### config.mk
export PLATFORM = sky130hd
export DESIGN_NAME = first_fit_range_allocator_core
export DESIGN_NICKNAME = d
export VERILOG_FILES = /design/src/sv/ffra_pkg.sv /design/src/sv/ffra_ctrl.sv /design/src/sv/ffra_dp.sv /design/src/sv/first_fit_range_allocator_core.sv
export SDC_FILE = /design/constraint.sdc
export NUM_CORES = 2
export LEC_CHECK = 0
export ABC_AREA = 1
export BUFFER_PORTS_ARGS = -buffer_cell sky130_fd_sc_hd__buf_4
export CAP_MARGIN = 10
export CORE_MARGIN = 2
export CORE_UTILIZATION = 45
export DETAILED_ROUTE_END_ITERATION = 16
export PLACE_DENSITY = 0.66
export SLEW_MARGIN = 20
export SYNTH_ARGS = -nofsm -noshare
export SYNTH_HDL_FRONTEND = slang
export SYNTH_HIERARCHICAL = 1
export SYNTH_SLANG_ARGS = --single-unit
### constraint.sdc
create_clock -name aclk -period 11.4 [get_ports aclk]
set_input_delay 2.28 -clock aclk [delete_from_list [all_inputs] [get_ports aclk]]
set_output_delay 2.28 -clock aclk [all_outputs]
set_load 0.005 [all_outputs]
### src/sv/ffra_pkg.sv
// ffra_pkg: shared types, codes and helpers for the first-fit range allocator
// used by ffra_ctrl, ffra_dp and first_fit_range_allocator_core; no dependencies
`default_nettype none

package ffra_pkg;

    typedef logic [15:0] start_t;
    typedef logic [16:0] size_t;

    typedef struct packed {
        start_t start;
        size_t  size;
    } range_t;

    // result status codes
    localparam logic [1:0] ST_OK      = 2'd0;
    localparam logic [1:0] ST_NOSPACE = 2'd1;
    localparam logic [1:0] ST_FULL    = 2'd2;

    // pointer operations
    localparam logic [2:0] PTR_HOLD = 3'd0;
    localparam logic [2:0] PTR_ZERO = 3'd1;
    localparam logic [2:0] PTR_INC  = 3'd2;
    localparam logic [2:0] PTR_DEC  = 3'd3;
    localparam logic [2:0] PTR_USED = 3'd4;
    localparam logic [2:0] PTR_RDI1 = 3'd5;
    localparam logic [2:0] PTR_POS1 = 3'd6;

    // read address select
    localparam logic RD_PTR    = 1'b0;
    localparam logic RD_PTR_M1 = 1'b1;

    // write select
    localparam logic [2:0] WR_INIT  = 3'd0;
    localparam logic [2:0] WR_ALLOC = 3'd1;
    localparam logic [2:0] WR_MERGE = 3'd2;
    localparam logic [2:0] WR_UP    = 3'd3;
    localparam logic [2:0] WR_DN    = 3'd4;
    localparam logic [2:0] WR_NEW   = 3'd5;

    // insert position operations
    localparam logic [1:0] POS_HOLD = 2'd0;
    localparam logic [1:0] POS_RDI  = 2'd1;
    localparam logic [1:0] POS_USED = 2'd2;

    typedef struct packed {
        logic       init_wr;
        logic       load_item;
        logic [2:0] ptr_op;
        logic       rd_en;
        logic       rd_sel;
        logic       wr_en;
        logic [2:0] wr_sel;
        logic [1:0] pos_op;
        logic       prev_we;
        logic       lat_next;
        logic       used_inc;
        logic       used_dec;
        logic       st_we;
        logic [1:0] st_code;
        logic       idx_we;
        logic       res_load;
    } cmd_t;

    typedef struct packed {
        logic init_pending;
        logic is_free;
        logic len_zero;
        logic table_full;
        logic rd_vld;
        logic hit;
        logic ptr_lt_used;
        logic ptr_gt_pos;
        logic new_size_zero;
        logic touch_next;
        logic touch_prev;
        logic out_free;
    } stat_t;

    // clamp an 18-bit sum to the largest size
    function automatic size_t sat_size(input logic [17:0] v);
        sat_size = v[17] ? '1 : v[16:0];
    endfunction

endpackage

`default_nettype wire

### src/sv/ffra_ctrl.sv
// ffra_ctrl: sequencing state machine for the range allocator
// depends on ffra_pkg for command and status structs
`default_nettype none

module ffra_ctrl (
    input  wire logic           aclk,
    input  wire logic           aresetn,
    input  wire logic           s_tvalid,
    output logic                s_tready,
    input  wire ffra_pkg::stat_t st,
    output ffra_pkg::cmd_t      cmd
);
    import ffra_pkg::*;

    localparam logic [2:0] S_IDLE   = 3'd0;
    localparam logic [2:0] S_INIT   = 3'd1;
    localparam logic [2:0] S_SCAN   = 3'd2;
    localparam logic [2:0] S_DECIDE = 3'd3;
    localparam logic [2:0] S_SHUP   = 3'd4;
    localparam logic [2:0] S_SHDN   = 3'd5;
    localparam logic [2:0] S_DONE   = 3'd6;

    logic [2:0] state_reg;
    logic [2:0] state_next;

    always_ff @(posedge aclk) begin
        if (!aresetn) begin
            state_reg <= S_IDLE;
        end else begin
            state_reg <= state_next;
        end
    end

    always_comb begin
        cmd        = '0;
        s_tready   = 1'b0;
        state_next = state_reg;
        case (state_reg)
            S_IDLE: begin
                if (st.init_pending) begin
                    state_next = S_INIT;
                end else begin
                    s_tready = 1'b1;
                    if (s_tvalid) begin
                        cmd.load_item = 1'b1;
                        cmd.ptr_op    = PTR_ZERO;
                        state_next    = S_SCAN;
                    end
                end
            end
            S_INIT: begin
                cmd.init_wr = 1'b1;
                cmd.wr_en   = 1'b1;
                cmd.wr_sel  = WR_INIT;
                state_next  = S_IDLE;
            end
            S_SCAN: begin
                if (st.is_free && st.len_zero) begin
                    cmd.st_we   = 1'b1;
                    cmd.st_code = ST_OK;
                    state_next  = S_DONE;
                end else if (st.is_free && st.table_full) begin
                    cmd.st_we   = 1'b1;
                    cmd.st_code = ST_FULL;
                    state_next  = S_DONE;
                end else if (st.rd_vld && st.hit) begin
                    if (!st.is_free) begin
                        cmd.idx_we  = 1'b1;
                        cmd.st_we   = 1'b1;
                        cmd.st_code = ST_OK;
                        if (st.new_size_zero) begin
                            cmd.ptr_op = PTR_RDI1;
                            state_next = S_SHDN;
                        end else begin
                            cmd.wr_en  = 1'b1;
                            cmd.wr_sel = WR_ALLOC;
                            state_next = S_DONE;
                        end
                    end else begin
                        cmd.pos_op   = POS_RDI;
                        cmd.lat_next = 1'b1;
                        state_next   = S_DECIDE;
                    end
                end else if (!st.rd_vld && !st.ptr_lt_used) begin
                    if (!st.is_free) begin
                        cmd.st_we   = 1'b1;
                        cmd.st_code = ST_NOSPACE;
                        state_next  = S_DONE;
                    end else begin
                        cmd.pos_op = POS_USED;
                        state_next = S_DECIDE;
                    end
                end else begin
                    cmd.prev_we = st.rd_vld;
                    if (st.ptr_lt_used) begin
                        cmd.rd_en  = 1'b1;
                        cmd.rd_sel = RD_PTR;
                        cmd.ptr_op = PTR_INC;
                    end
                end
            end
            S_DECIDE: begin
                cmd.st_we   = 1'b1;
                cmd.st_code = ST_OK;
                if (!st.touch_prev && !st.touch_next) begin
                    cmd.ptr_op = PTR_USED;
                    state_next = S_SHUP;
                end else if (st.touch_prev && st.touch_next) begin
                    cmd.wr_en  = 1'b1;
                    cmd.wr_sel = WR_MERGE;
                    cmd.ptr_op = PTR_POS1;
                    state_next = S_SHDN;
                end else begin
                    cmd.wr_en  = 1'b1;
                    cmd.wr_sel = WR_MERGE;
                    state_next = S_DONE;
                end
            end
            S_SHUP: begin
                if (st.rd_vld) begin
                    cmd.wr_en  = 1'b1;
                    cmd.wr_sel = WR_UP;
                end
                if (st.ptr_gt_pos) begin
                    cmd.rd_en  = 1'b1;
                    cmd.rd_sel = RD_PTR_M1;
                    cmd.ptr_op = PTR_DEC;
                end else if (!st.rd_vld) begin
                    cmd.wr_en    = 1'b1;
                    cmd.wr_sel   = WR_NEW;
                    cmd.used_inc = 1'b1;
                    state_next   = S_DONE;
                end
            end
            S_SHDN: begin
                if (st.rd_vld) begin
                    cmd.wr_en  = 1'b1;
                    cmd.wr_sel = WR_DN;
                end
                if (st.ptr_lt_used) begin
                    cmd.rd_en  = 1'b1;
                    cmd.rd_sel = RD_PTR;
                    cmd.ptr_op = PTR_INC;
                end else if (!st.rd_vld) begin
                    cmd.used_dec = 1'b1;
                    state_next   = S_DONE;
                end
            end
            S_DONE: begin
                if (st.out_free) begin
                    cmd.res_load = 1'b1;
                    state_next   = S_IDLE;
                end
            end
            default: begin
                state_next = S_IDLE;
            end
        endcase
    end

endmodule

`default_nettype wire

### src/sv/ffra_dp.sv
// ffra_dp: range table memory, scan pointers, merge arithmetic and result register
// depends on ffra_pkg; driven by ffra_ctrl commands
`default_nettype none

module ffra_dp #(
    parameter int MAX_RANGES = 64,
    parameter int MAX_SLOTS  = 65536
) (
    input  wire logic           aclk,
    input  wire logic           aresetn,
    input  wire ffra_pkg::cmd_t cmd,
    output ffra_pkg::stat_t     st,
    input  wire logic           cfg_we,
    input  wire logic [16:0]    cfg_wdata,
    input  wire logic [39:0]    s_tdata,
    input  wire logic [0:0]     s_tuser,
    output logic                m_tvalid,
    input  wire logic           m_tready,
    output logic [23:0]         m_tdata
);
    import ffra_pkg::*;

    localparam int AW = $clog2(MAX_RANGES);
    localparam int CW = $clog2(MAX_RANGES + 1);
    localparam logic [CW-1:0] FullCount = CW'(MAX_RANGES);
    localparam logic [24:0]   MaxSlotsW = 25'(MAX_SLOTS);

    range_t mem [MAX_RANGES];

    logic [16:0]   cap_reg;
    logic          pend_reg;
    logic [CW-1:0] used_reg;
    logic [CW-1:0] ptr_reg;
    logic [CW-1:0] pos_reg;
    logic          rd_vld_reg;
    logic [AW-1:0] rd_idx_reg;
    range_t        rdata_reg;
    logic          func_reg;
    start_t        first_reg;
    size_t         len_reg;
    range_t        prev_reg;
    logic          has_prev_reg;
    range_t        next_reg;
    logic          has_next_reg;
    logic [1:0]    res_status_reg;
    start_t        res_index_reg;
    logic          m_valid_reg;
    logic [1:0]    m_status_reg;
    start_t        m_index_reg;

    logic [CW-1:0] ptr_m1;
    logic [CW-1:0] ptr_next;
    logic [AW-1:0] raddr;
    logic [AW-1:0] waddr;
    range_t        wdata;
    size_t         init_size;
    size_t         sum_next;
    size_t         sum_prev;
    logic          touch_next;
    logic          touch_prev;

    assign ptr_m1 = ptr_reg - CW'(1);
    assign raddr  = (cmd.rd_sel == RD_PTR_M1) ? ptr_m1[AW-1:0] : ptr_reg[AW-1:0];

    // capacity clamped to the managed slot count
    assign init_size = (25'(cap_reg) > MaxSlotsW) ? MaxSlotsW[16:0] : cap_reg;

    // merge arithmetic, touch test without wrap
    assign sum_next   = sat_size({1'b0, len_reg} + {1'b0, next_reg.size});
    assign touch_next = has_next_reg &&
                        (({2'b0, first_reg} + {1'b0, len_reg}) == {2'b0, next_reg.start});
    assign touch_prev = has_prev_reg &&
                        (({2'b0, prev_reg.start} + {1'b0, prev_reg.size}) == {2'b0, first_reg});
    assign sum_prev   = sat_size({1'b0, prev_reg.size} +
                                 {1'b0, (touch_next ? sum_next : len_reg)});

    always_comb begin
        waddr = rd_idx_reg;
        wdata = rdata_reg;
        case (cmd.wr_sel)
            WR_INIT: begin
                waddr = '0;
                wdata = '{start: '0, size: init_size};
            end
            WR_ALLOC: begin
                waddr = rd_idx_reg;
                wdata = '{start: rdata_reg.start + len_reg[15:0],
                          size:  rdata_reg.size - len_reg};
            end
            WR_MERGE: begin
                if (touch_prev) begin
                    waddr = pos_reg[AW-1:0] - AW'(1);
                    wdata = '{start: prev_reg.start, size: sum_prev};
                end else begin
                    waddr = pos_reg[AW-1:0];
                    wdata = '{start: first_reg, size: sum_next};
                end
            end
            WR_UP: begin
                waddr = rd_idx_reg + AW'(1);
                wdata = rdata_reg;
            end
            WR_DN: begin
                waddr = rd_idx_reg - AW'(1);
                wdata = rdata_reg;
            end
            WR_NEW: begin
                waddr = pos_reg[AW-1:0];
                wdata = '{start: first_reg, size: len_reg};
            end
            default: begin
                waddr = rd_idx_reg;
                wdata = rdata_reg;
            end
        endcase
    end

    // table memory: one write, one registered read
    always_ff @(posedge aclk) begin
        if (cmd.wr_en) begin
            mem[waddr] <= wdata;
        end
        if (cmd.rd_en) begin
            rdata_reg <= mem[raddr];
        end
    end

    always_comb begin
        case (cmd.ptr_op)
            PTR_ZERO: ptr_next = '0;
            PTR_INC:  ptr_next = ptr_reg + CW'(1);
            PTR_DEC:  ptr_next = ptr_m1;
            PTR_USED: ptr_next = used_reg;
            PTR_RDI1: ptr_next = CW'(rd_idx_reg) + CW'(1);
            PTR_POS1: ptr_next = pos_reg + CW'(1);
            default:  ptr_next = ptr_reg;
        endcase
    end

    // pointers and item fields
    always_ff @(posedge aclk) begin
        ptr_reg <= ptr_next;
        if (cmd.rd_en) begin
            rd_idx_reg <= raddr;
        end
        case (cmd.pos_op)
            POS_RDI:  pos_reg <= CW'(rd_idx_reg);
            POS_USED: pos_reg <= used_reg;
            default:  pos_reg <= pos_reg;
        endcase
        if (cmd.load_item) begin
            func_reg  <= s_tuser[0];
            first_reg <= s_tdata[15:0];
            len_reg   <= s_tdata[32:16];
        end
        if (cmd.prev_we) begin
            prev_reg <= rdata_reg;
        end
        if (cmd.lat_next) begin
            next_reg <= rdata_reg;
        end
        if (cmd.idx_we) begin
            res_index_reg <= rdata_reg.start;
        end else if (cmd.load_item) begin
            res_index_reg <= '0;
        end
        if (cmd.st_we) begin
            res_status_reg <= cmd.st_code;
        end else if (cmd.load_item) begin
            res_status_reg <= ST_OK;
        end
        if (cmd.res_load) begin
            m_index_reg  <= res_index_reg;
            m_status_reg <= res_status_reg;
        end
    end

    // control state
    always_ff @(posedge aclk) begin
        if (!aresetn) begin
            cap_reg      <= 17'h10000;
            pend_reg     <= 1'b1;
            used_reg     <= '0;
            rd_vld_reg   <= 1'b0;
            has_prev_reg <= 1'b0;
            has_next_reg <= 1'b0;
            m_valid_reg  <= 1'b0;
        end else begin
            if (cfg_we) begin
                cap_reg  <= cfg_wdata;
                pend_reg <= 1'b1;
            end else if (cmd.init_wr) begin
                pend_reg <= 1'b0;
            end
            if (cmd.init_wr) begin
                used_reg <= (init_size == '0) ? '0 : CW'(1);
            end else if (cmd.used_inc) begin
                used_reg <= used_reg + CW'(1);
            end else if (cmd.used_dec) begin
                used_reg <= used_reg - CW'(1);
            end
            rd_vld_reg <= cmd.rd_en;
            if (cmd.load_item) begin
                has_prev_reg <= 1'b0;
            end else if (cmd.prev_we) begin
                has_prev_reg <= 1'b1;
            end
            if (cmd.load_item) begin
                has_next_reg <= 1'b0;
            end else if (cmd.lat_next) begin
                has_next_reg <= 1'b1;
            end
            if (cmd.res_load) begin
                m_valid_reg <= 1'b1;
            end else if (m_tready) begin
                m_valid_reg <= 1'b0;
            end
        end
    end

    always_comb begin
        st.init_pending  = pend_reg;
        st.is_free       = func_reg;
        st.len_zero      = (len_reg == '0);
        st.table_full    = (used_reg == FullCount);
        st.rd_vld        = rd_vld_reg;
        st.hit           = func_reg ? (rdata_reg.start >= first_reg)
                                    : (rdata_reg.size >= len_reg);
        st.ptr_lt_used   = (ptr_reg < used_reg);
        st.ptr_gt_pos    = (ptr_reg > pos_reg);
        st.new_size_zero = (rdata_reg.size == len_reg);
        st.touch_next    = touch_next;
        st.touch_prev    = touch_prev;
        st.out_free      = !m_valid_reg || m_tready;
    end

    assign m_tvalid = m_valid_reg;
    assign m_tdata  = {6'b0, m_status_reg, m_index_reg};

endmodule

`default_nettype wire

### src/sv/first_fit_range_allocator_core.sv
// first_fit_range_allocator_core: one item at a time; each word is served by a walk of the
// single-port table (scan up to the hit, then shift the rest of the table by one), and a
// new word is taken only after the result of the last one is loaded, so a result stall holds
// off the next word; the result waits in an output register; reset (aresetn low,
// synchronous) and every capacity write rebuild the table before the next input word is
// taken; depends on ffra_pkg, ffra_ctrl, ffra_dp
`default_nettype none

module first_fit_range_allocator_core #(
    parameter int MAX_RANGES = 64,
    parameter int MAX_SLOTS  = 65536
) (
    input  wire logic        aclk,
    input  wire logic        aresetn,
    // capacity register write
    input  wire logic        cfg_we,
    input  wire logic [16:0] cfg_wdata,
    // request words
    input  wire logic        s_tvalid,
    output logic             s_tready,
    input  wire logic [39:0] s_tdata,   // first_index [15:0], run_length [32:16], zero pad
    input  wire logic [0:0]  s_tuser,   // func [0]: 0 allocate, 1 free
    // result words
    output logic             m_tvalid,
    input  wire logic        m_tready,
    output logic [23:0]      m_tdata    // alloc_index [15:0], status [17:16], zero pad
);
    import ffra_pkg::*;

    // controller and datapath talk only through these two structs
    cmd_t  cmd;
    stat_t st;

    // state machine: idle, table rebuild, scan, merge decision, shifts, result hand-off
    ffra_ctrl u_ctrl (
        .aclk     (aclk),
        .aresetn  (aresetn),
        .s_tvalid (s_tvalid),
        .s_tready (s_tready),
        .st       (st),
        .cmd      (cmd)
    );

    // range table memory plus the arithmetic for first-fit and coalescing
    ffra_dp #(
        .MAX_RANGES (MAX_RANGES),
        .MAX_SLOTS  (MAX_SLOTS)
    ) u_dp (
        .aclk      (aclk),
        .aresetn   (aresetn),
        .cmd       (cmd),
        .st        (st),
        .cfg_we    (cfg_we),
        .cfg_wdata (cfg_wdata),
        .s_tdata   (s_tdata),
        .s_tuser   (s_tuser),
        .m_tvalid  (m_tvalid),
        .m_tready  (m_tready),
        .m_tdata   (m_tdata)
    );

    // a word just taken cannot already have its result loaded
    a_no_instant_result: assert property (@(posedge aclk) disable iff (!aresetn)
        (s_tvalid && s_tready) |=> !cmd.res_load)
        else $error("result loaded the cycle after a word was taken");

    // a result load always shows up on the output
    a_load_shows: assert property (@(posedge aclk) disable iff (!aresetn)
        cmd.res_load |=> m_tvalid)
        else $error("loaded result not presented");

    // an insert never grows a full table
    a_no_grow_full: assert property (@(posedge aclk) disable iff (!aresetn)
        cmd.used_inc |-> !st.table_full)
        else $error("range inserted into a full table");

    // a capacity write always schedules a table rebuild
    a_cfg_rebuild: assert property (@(posedge aclk) disable iff (!aresetn)
        cfg_we |=> st.init_pending)
        else $error("capacity write did not request a rebuild");

endmodule

`default_nettype wire

==> reports/qor.csv <==
metric;value;unit
All-Layer GR Usage;0.251;
clk buf depth;3;
placed cell count;10900;
worst max-slew margin expressed relative to the limit;0.225;
top flip-flop cell by instance count after synthesis;sky130_fd_sc_hd__edfxtp_1;
Finished Core Util;0.505;
net count of the finished layout;8451;
CP Data Arrival Time;10.09;ns
register with the highest flop count;u_dp/mem;
Critical Path RT;11.95;ns
Hold Fails Final Rpt;0;
CP startpoint kind;flip-flop;
Initial Util;0.452;
# rows;172;
count of max-cap constraint violations;0;
crit path max-delay cell type;sky130_fd_sc_hd__nor2_4;
critical path type;flip-flop to flip-flop;
crit path capture type;flip-flop;
total half-perimeter wirelength after legalization and detailed placement;164000;µm
launch point of the worst hold path;u_dp/res_index_reg[3]$_SDFFCE_PN0P_;
number of unique standard cell types used by synthesis;61;
period utilisation layout;0.837;
register bit total from synthesis;2333;
mean instance size in the synthesized netlist;12.0;µm²
fraction of registers with async set/reset;0;
antenna violation net count after detailed routing;0;
Worst Setup Slack, final;1.86;ns
num ports;89;
leakage power of the design;0.0371;µW
clock period minus worst slack;9.54;ns
number of instances in the synthesized netlist;8282;
clock sink count;2333;
max incr delay on CP;1.18;ns
Worst Hold Path Cells;0;
overall routed net length;289000;µm
number of violations reported at the end of detailed-routing iteration 0;9053;
wire length of the first global-routing pass;421000;µm
EDFF count, synth;2301;
total of fill cells in the finished design;18500;
clock tree from TritonCTS;done;
Final Instance Count excl. Fillers;11300;
clock-pin slew of the registers on the worst-case setup and hold paths;0.06;ns
initial antenna violation count;9;
Yosys warning count;6;
Remaining DRCs;0;
Min-Delay Endpoint;u_dp/m_index_reg[3]$_DFFE_PP_;
worst-path fanout max;20;
largest clock skew in the final design;0.0519;ns
via count of the first global-routing pass;64800;
Slew Limit Fails;0;
root buffer selected by CTS;sky130_fd_sc_hd__clkbuf_16;
share of the yosys chip area belonging to registers;0.703;
largest area contributor in the netlist;sky130_fd_sc_hd__edfxtp_1;
area added between synthesis and finish;11.7;%
drt first pass iters;6;
Core Region;219000;µm²
Die Area;224000;µm²
most used standard cells in the synthesized netlist;sky130_fd_sc_hd__edfxtp_1 (2301), sky130_fd_sc_hd__nor2_1 (1583), sky130_fd_sc_hd__o21ai_0 (1425);
cts-stage hold buffer count;0;
origin of the critical flop-to-flop path;u_dp/len_reg[0]$_DFFE_PP_;
H-tree depth reported by CTS;4;
die boundary width;473;µm
most numerous cell in the Yosys netlist;sky130_fd_sc_hd__edfxtp_1;
gr ovfl total;0;
netlist area before placement;99100;µm²
Final Wtd Congestion;0.925;
total of endpoints with negative setup slack in the final report;0;
fraction of final layout cells with drive strength greater than 1;0.0830;
power density relative to cell area;246;nW/µm²
actual transition at the worst max-transition pin;1.16;ns
final sum of negative setup slack;0;ns
R2R Path End;u_dp/mem[18][18]$_DFFE_PP_;
number of flip-flops under the largest register name;2112;
count of instances resized after the clock tree is built;0;
slack of the worst reg-to-reg path;1.86;ns
insertion delay of the later-clocked pin in the worst-skew pair;0.89;ns
Buffers on Ports;75;
pin count of the biggest net entering global routing;207;
Setup Buffers After CTS;0;
Peak Freq;0.105;GHz
Min Hold Slack;0.417;ns
area share of the largest cell type after synthesis;0.697;
number of vias after detailed routing;68800;
status;completed;
post-place setup slack;2.19;ns
largest cells by area after synthesis;sky130_fd_sc_hd__edfxtp_1 (70%), sky130_fd_sc_hd__o21ai_0 (7.2%), sky130_fd_sc_hd__nor2_1 (6.0%);
vias per std cell;6.09;
die extent in y;473;µm
RSZ-0062 raised after global routing;false;
CP most frequent cell;sky130_fd_sc_hd__nand2_1;
CTS buffer count;230;
Hold/Removal Path Class;flip-flop to flip-flop;
per-cell routed wire length;25.6;µm
IR drop worst, VDD;0.234;mV
number of cells on the worst reg-to-reg path;29;
[report_power, final]
group          switching [µW]  total (µW)  internal [µW]  leakage, µW
Combinational            6790        8780           2000       0.0122
Clock                    3230        7320           4080      0.00352
Sequential                223       11200          10900       0.0214
[cells by family after synthesis]
family | count (synthesis) | share of synthesized area
AOI/OAI and AO/OA | 2373 | 0.135
other | 1 | 0.0000378
xor gates and xnor gates | 91 | 0.00804
and+or+nand+nor | 2500 | 0.102
DFF | 2333 | 0.703
buffers and inverters | 834 | 0.0323
adders and majority gates | 150 | 0.0195
[worst max-delay path by stage]
stage                                from  slack (ns)                          to
2_1_floorplan   u_dp/len_reg[1]$_DFFE_PP_        2.69   u_dp/mem[0][22]$_DFFE_PP_
3_3_place_gp    u_dp/len_reg[0]$_DFFE_PP_        2.28  u_dp/mem[18][17]$_DFFE_PP_
3_5_place_dp    u_dp/len_reg[0]$_DFFE_PP_        2.19  u_dp/mem[18][17]$_DFFE_PP_
4_1_cts         u_dp/len_reg[0]$_DFFE_PP_        2.21  u_dp/mem[18][22]$_DFFE_PP_
5_1_grt        u_dp/prev_reg[0]$_DFFE_PP_        1.64  u_dp/mem[18][22]$_DFFE_PP_
6_report        u_dp/len_reg[0]$_DFFE_PP_        1.86  u_dp/mem[18][18]$_DFFE_PP_
[stage by stage]
stage	total power, µW	cell area [µm²]
after floorplan	16500	99200
after global placement	19700	103000
after detailed placement	19900	103000
after CTS	27200	111000
after global routing	28400	111000
final	27300	111000
[area by class of cell]
class                   instances  area (µm²)  share of cell area
diodes                          1        2.50           0.0000226
clock buffers                 289        6030              0.0545
clock inverters               126        1200              0.0109
inverters                     322        1250              0.0113
multi-input cells            5120       27000               0.244
flip-flops and latches       2333       69700               0.630
well taps                    2871        3590              0.0324
repair buffers                231        1900              0.0171
[layer usage]
layer / vias up / GRT usage / part of all wire
li1: 30400 / - / -
met1: 34300 / 0.351 / 0.40
met2: 3559 / 0.397 / 0.46
met3: 550 / 0.0406 / 0.097
met4: 4 / 0.0943 / 0.037
met5: - / 0 / 0.00013
[layout by cell type (no fill, tap or decap), types with 8 or more instances in the layout]
cell type and n:
sky130_fd_sc_hd__fa_1 8, sky130_fd_sc_hd__clkinv_1 52, sky130_fd_sc_hd__nand2_2 10, sky130_fd_sc_hd__a21oi_1 142
sky130_fd_sc_hd__o311ai_0 12, sky130_fd_sc_hd__o22ai_1 532, sky130_fd_sc_hd__edfxtp_1 2301, sky130_fd_sc_hd__clkbuf_16 232
sky130_fd_sc_hd__o211ai_1 14, sky130_fd_sc_hd__bufinv_16 15, sky130_fd_sc_hd__a31oi_1 14, sky130_fd_sc_hd__xor2_1 56
sky130_fd_sc_hd__a22oi_1 8, sky130_fd_sc_hd__nor4_1 14, sky130_fd_sc_hd__nand4_1 56, sky130_fd_sc_hd__clkinv_2 38
sky130_fd_sc_hd__nand3_2 11, sky130_fd_sc_hd__nand3b_1 11, sky130_fd_sc_hd__nor2_4 67, sky130_fd_sc_hd__buf_4 218
sky130_fd_sc_hd__o21ai_1 20, sky130_fd_sc_hd__nor3_1 31, sky130_fd_sc_hd__o21ai_0 1424, sky130_fd_sc_hd__clkbuf_1 55
sky130_fd_sc_hd__or2_2 14, sky130_fd_sc_hd__xnor2_1 35, sky130_fd_sc_hd__ha_1 142, sky130_fd_sc_hd__inv_1 312
sky130_fd_sc_hd__nor2_2 14, sky130_fd_sc_hd__nor2_1 1515, sky130_fd_sc_hd__buf_12 13, sky130_fd_sc_hd__dfxtp_1 32
sky130_fd_sc_hd__o221ai_1 132, sky130_fd_sc_hd__nand3_1 182, sky130_fd_sc_hd__nand2_1 558
[critical path, delay by kind of cell, from the launching register on]
kind | cells | cell delay [ns]
fa+ha+maj | 3 | 1.00
buf+inv | 5 | 1.05
flops | 1 | 0.56
xor+xnor | 1 | 0.29
simple gates | 17 | 4.69
compound gates | 3 | 1.60
(Power assumes the default switching activity.)
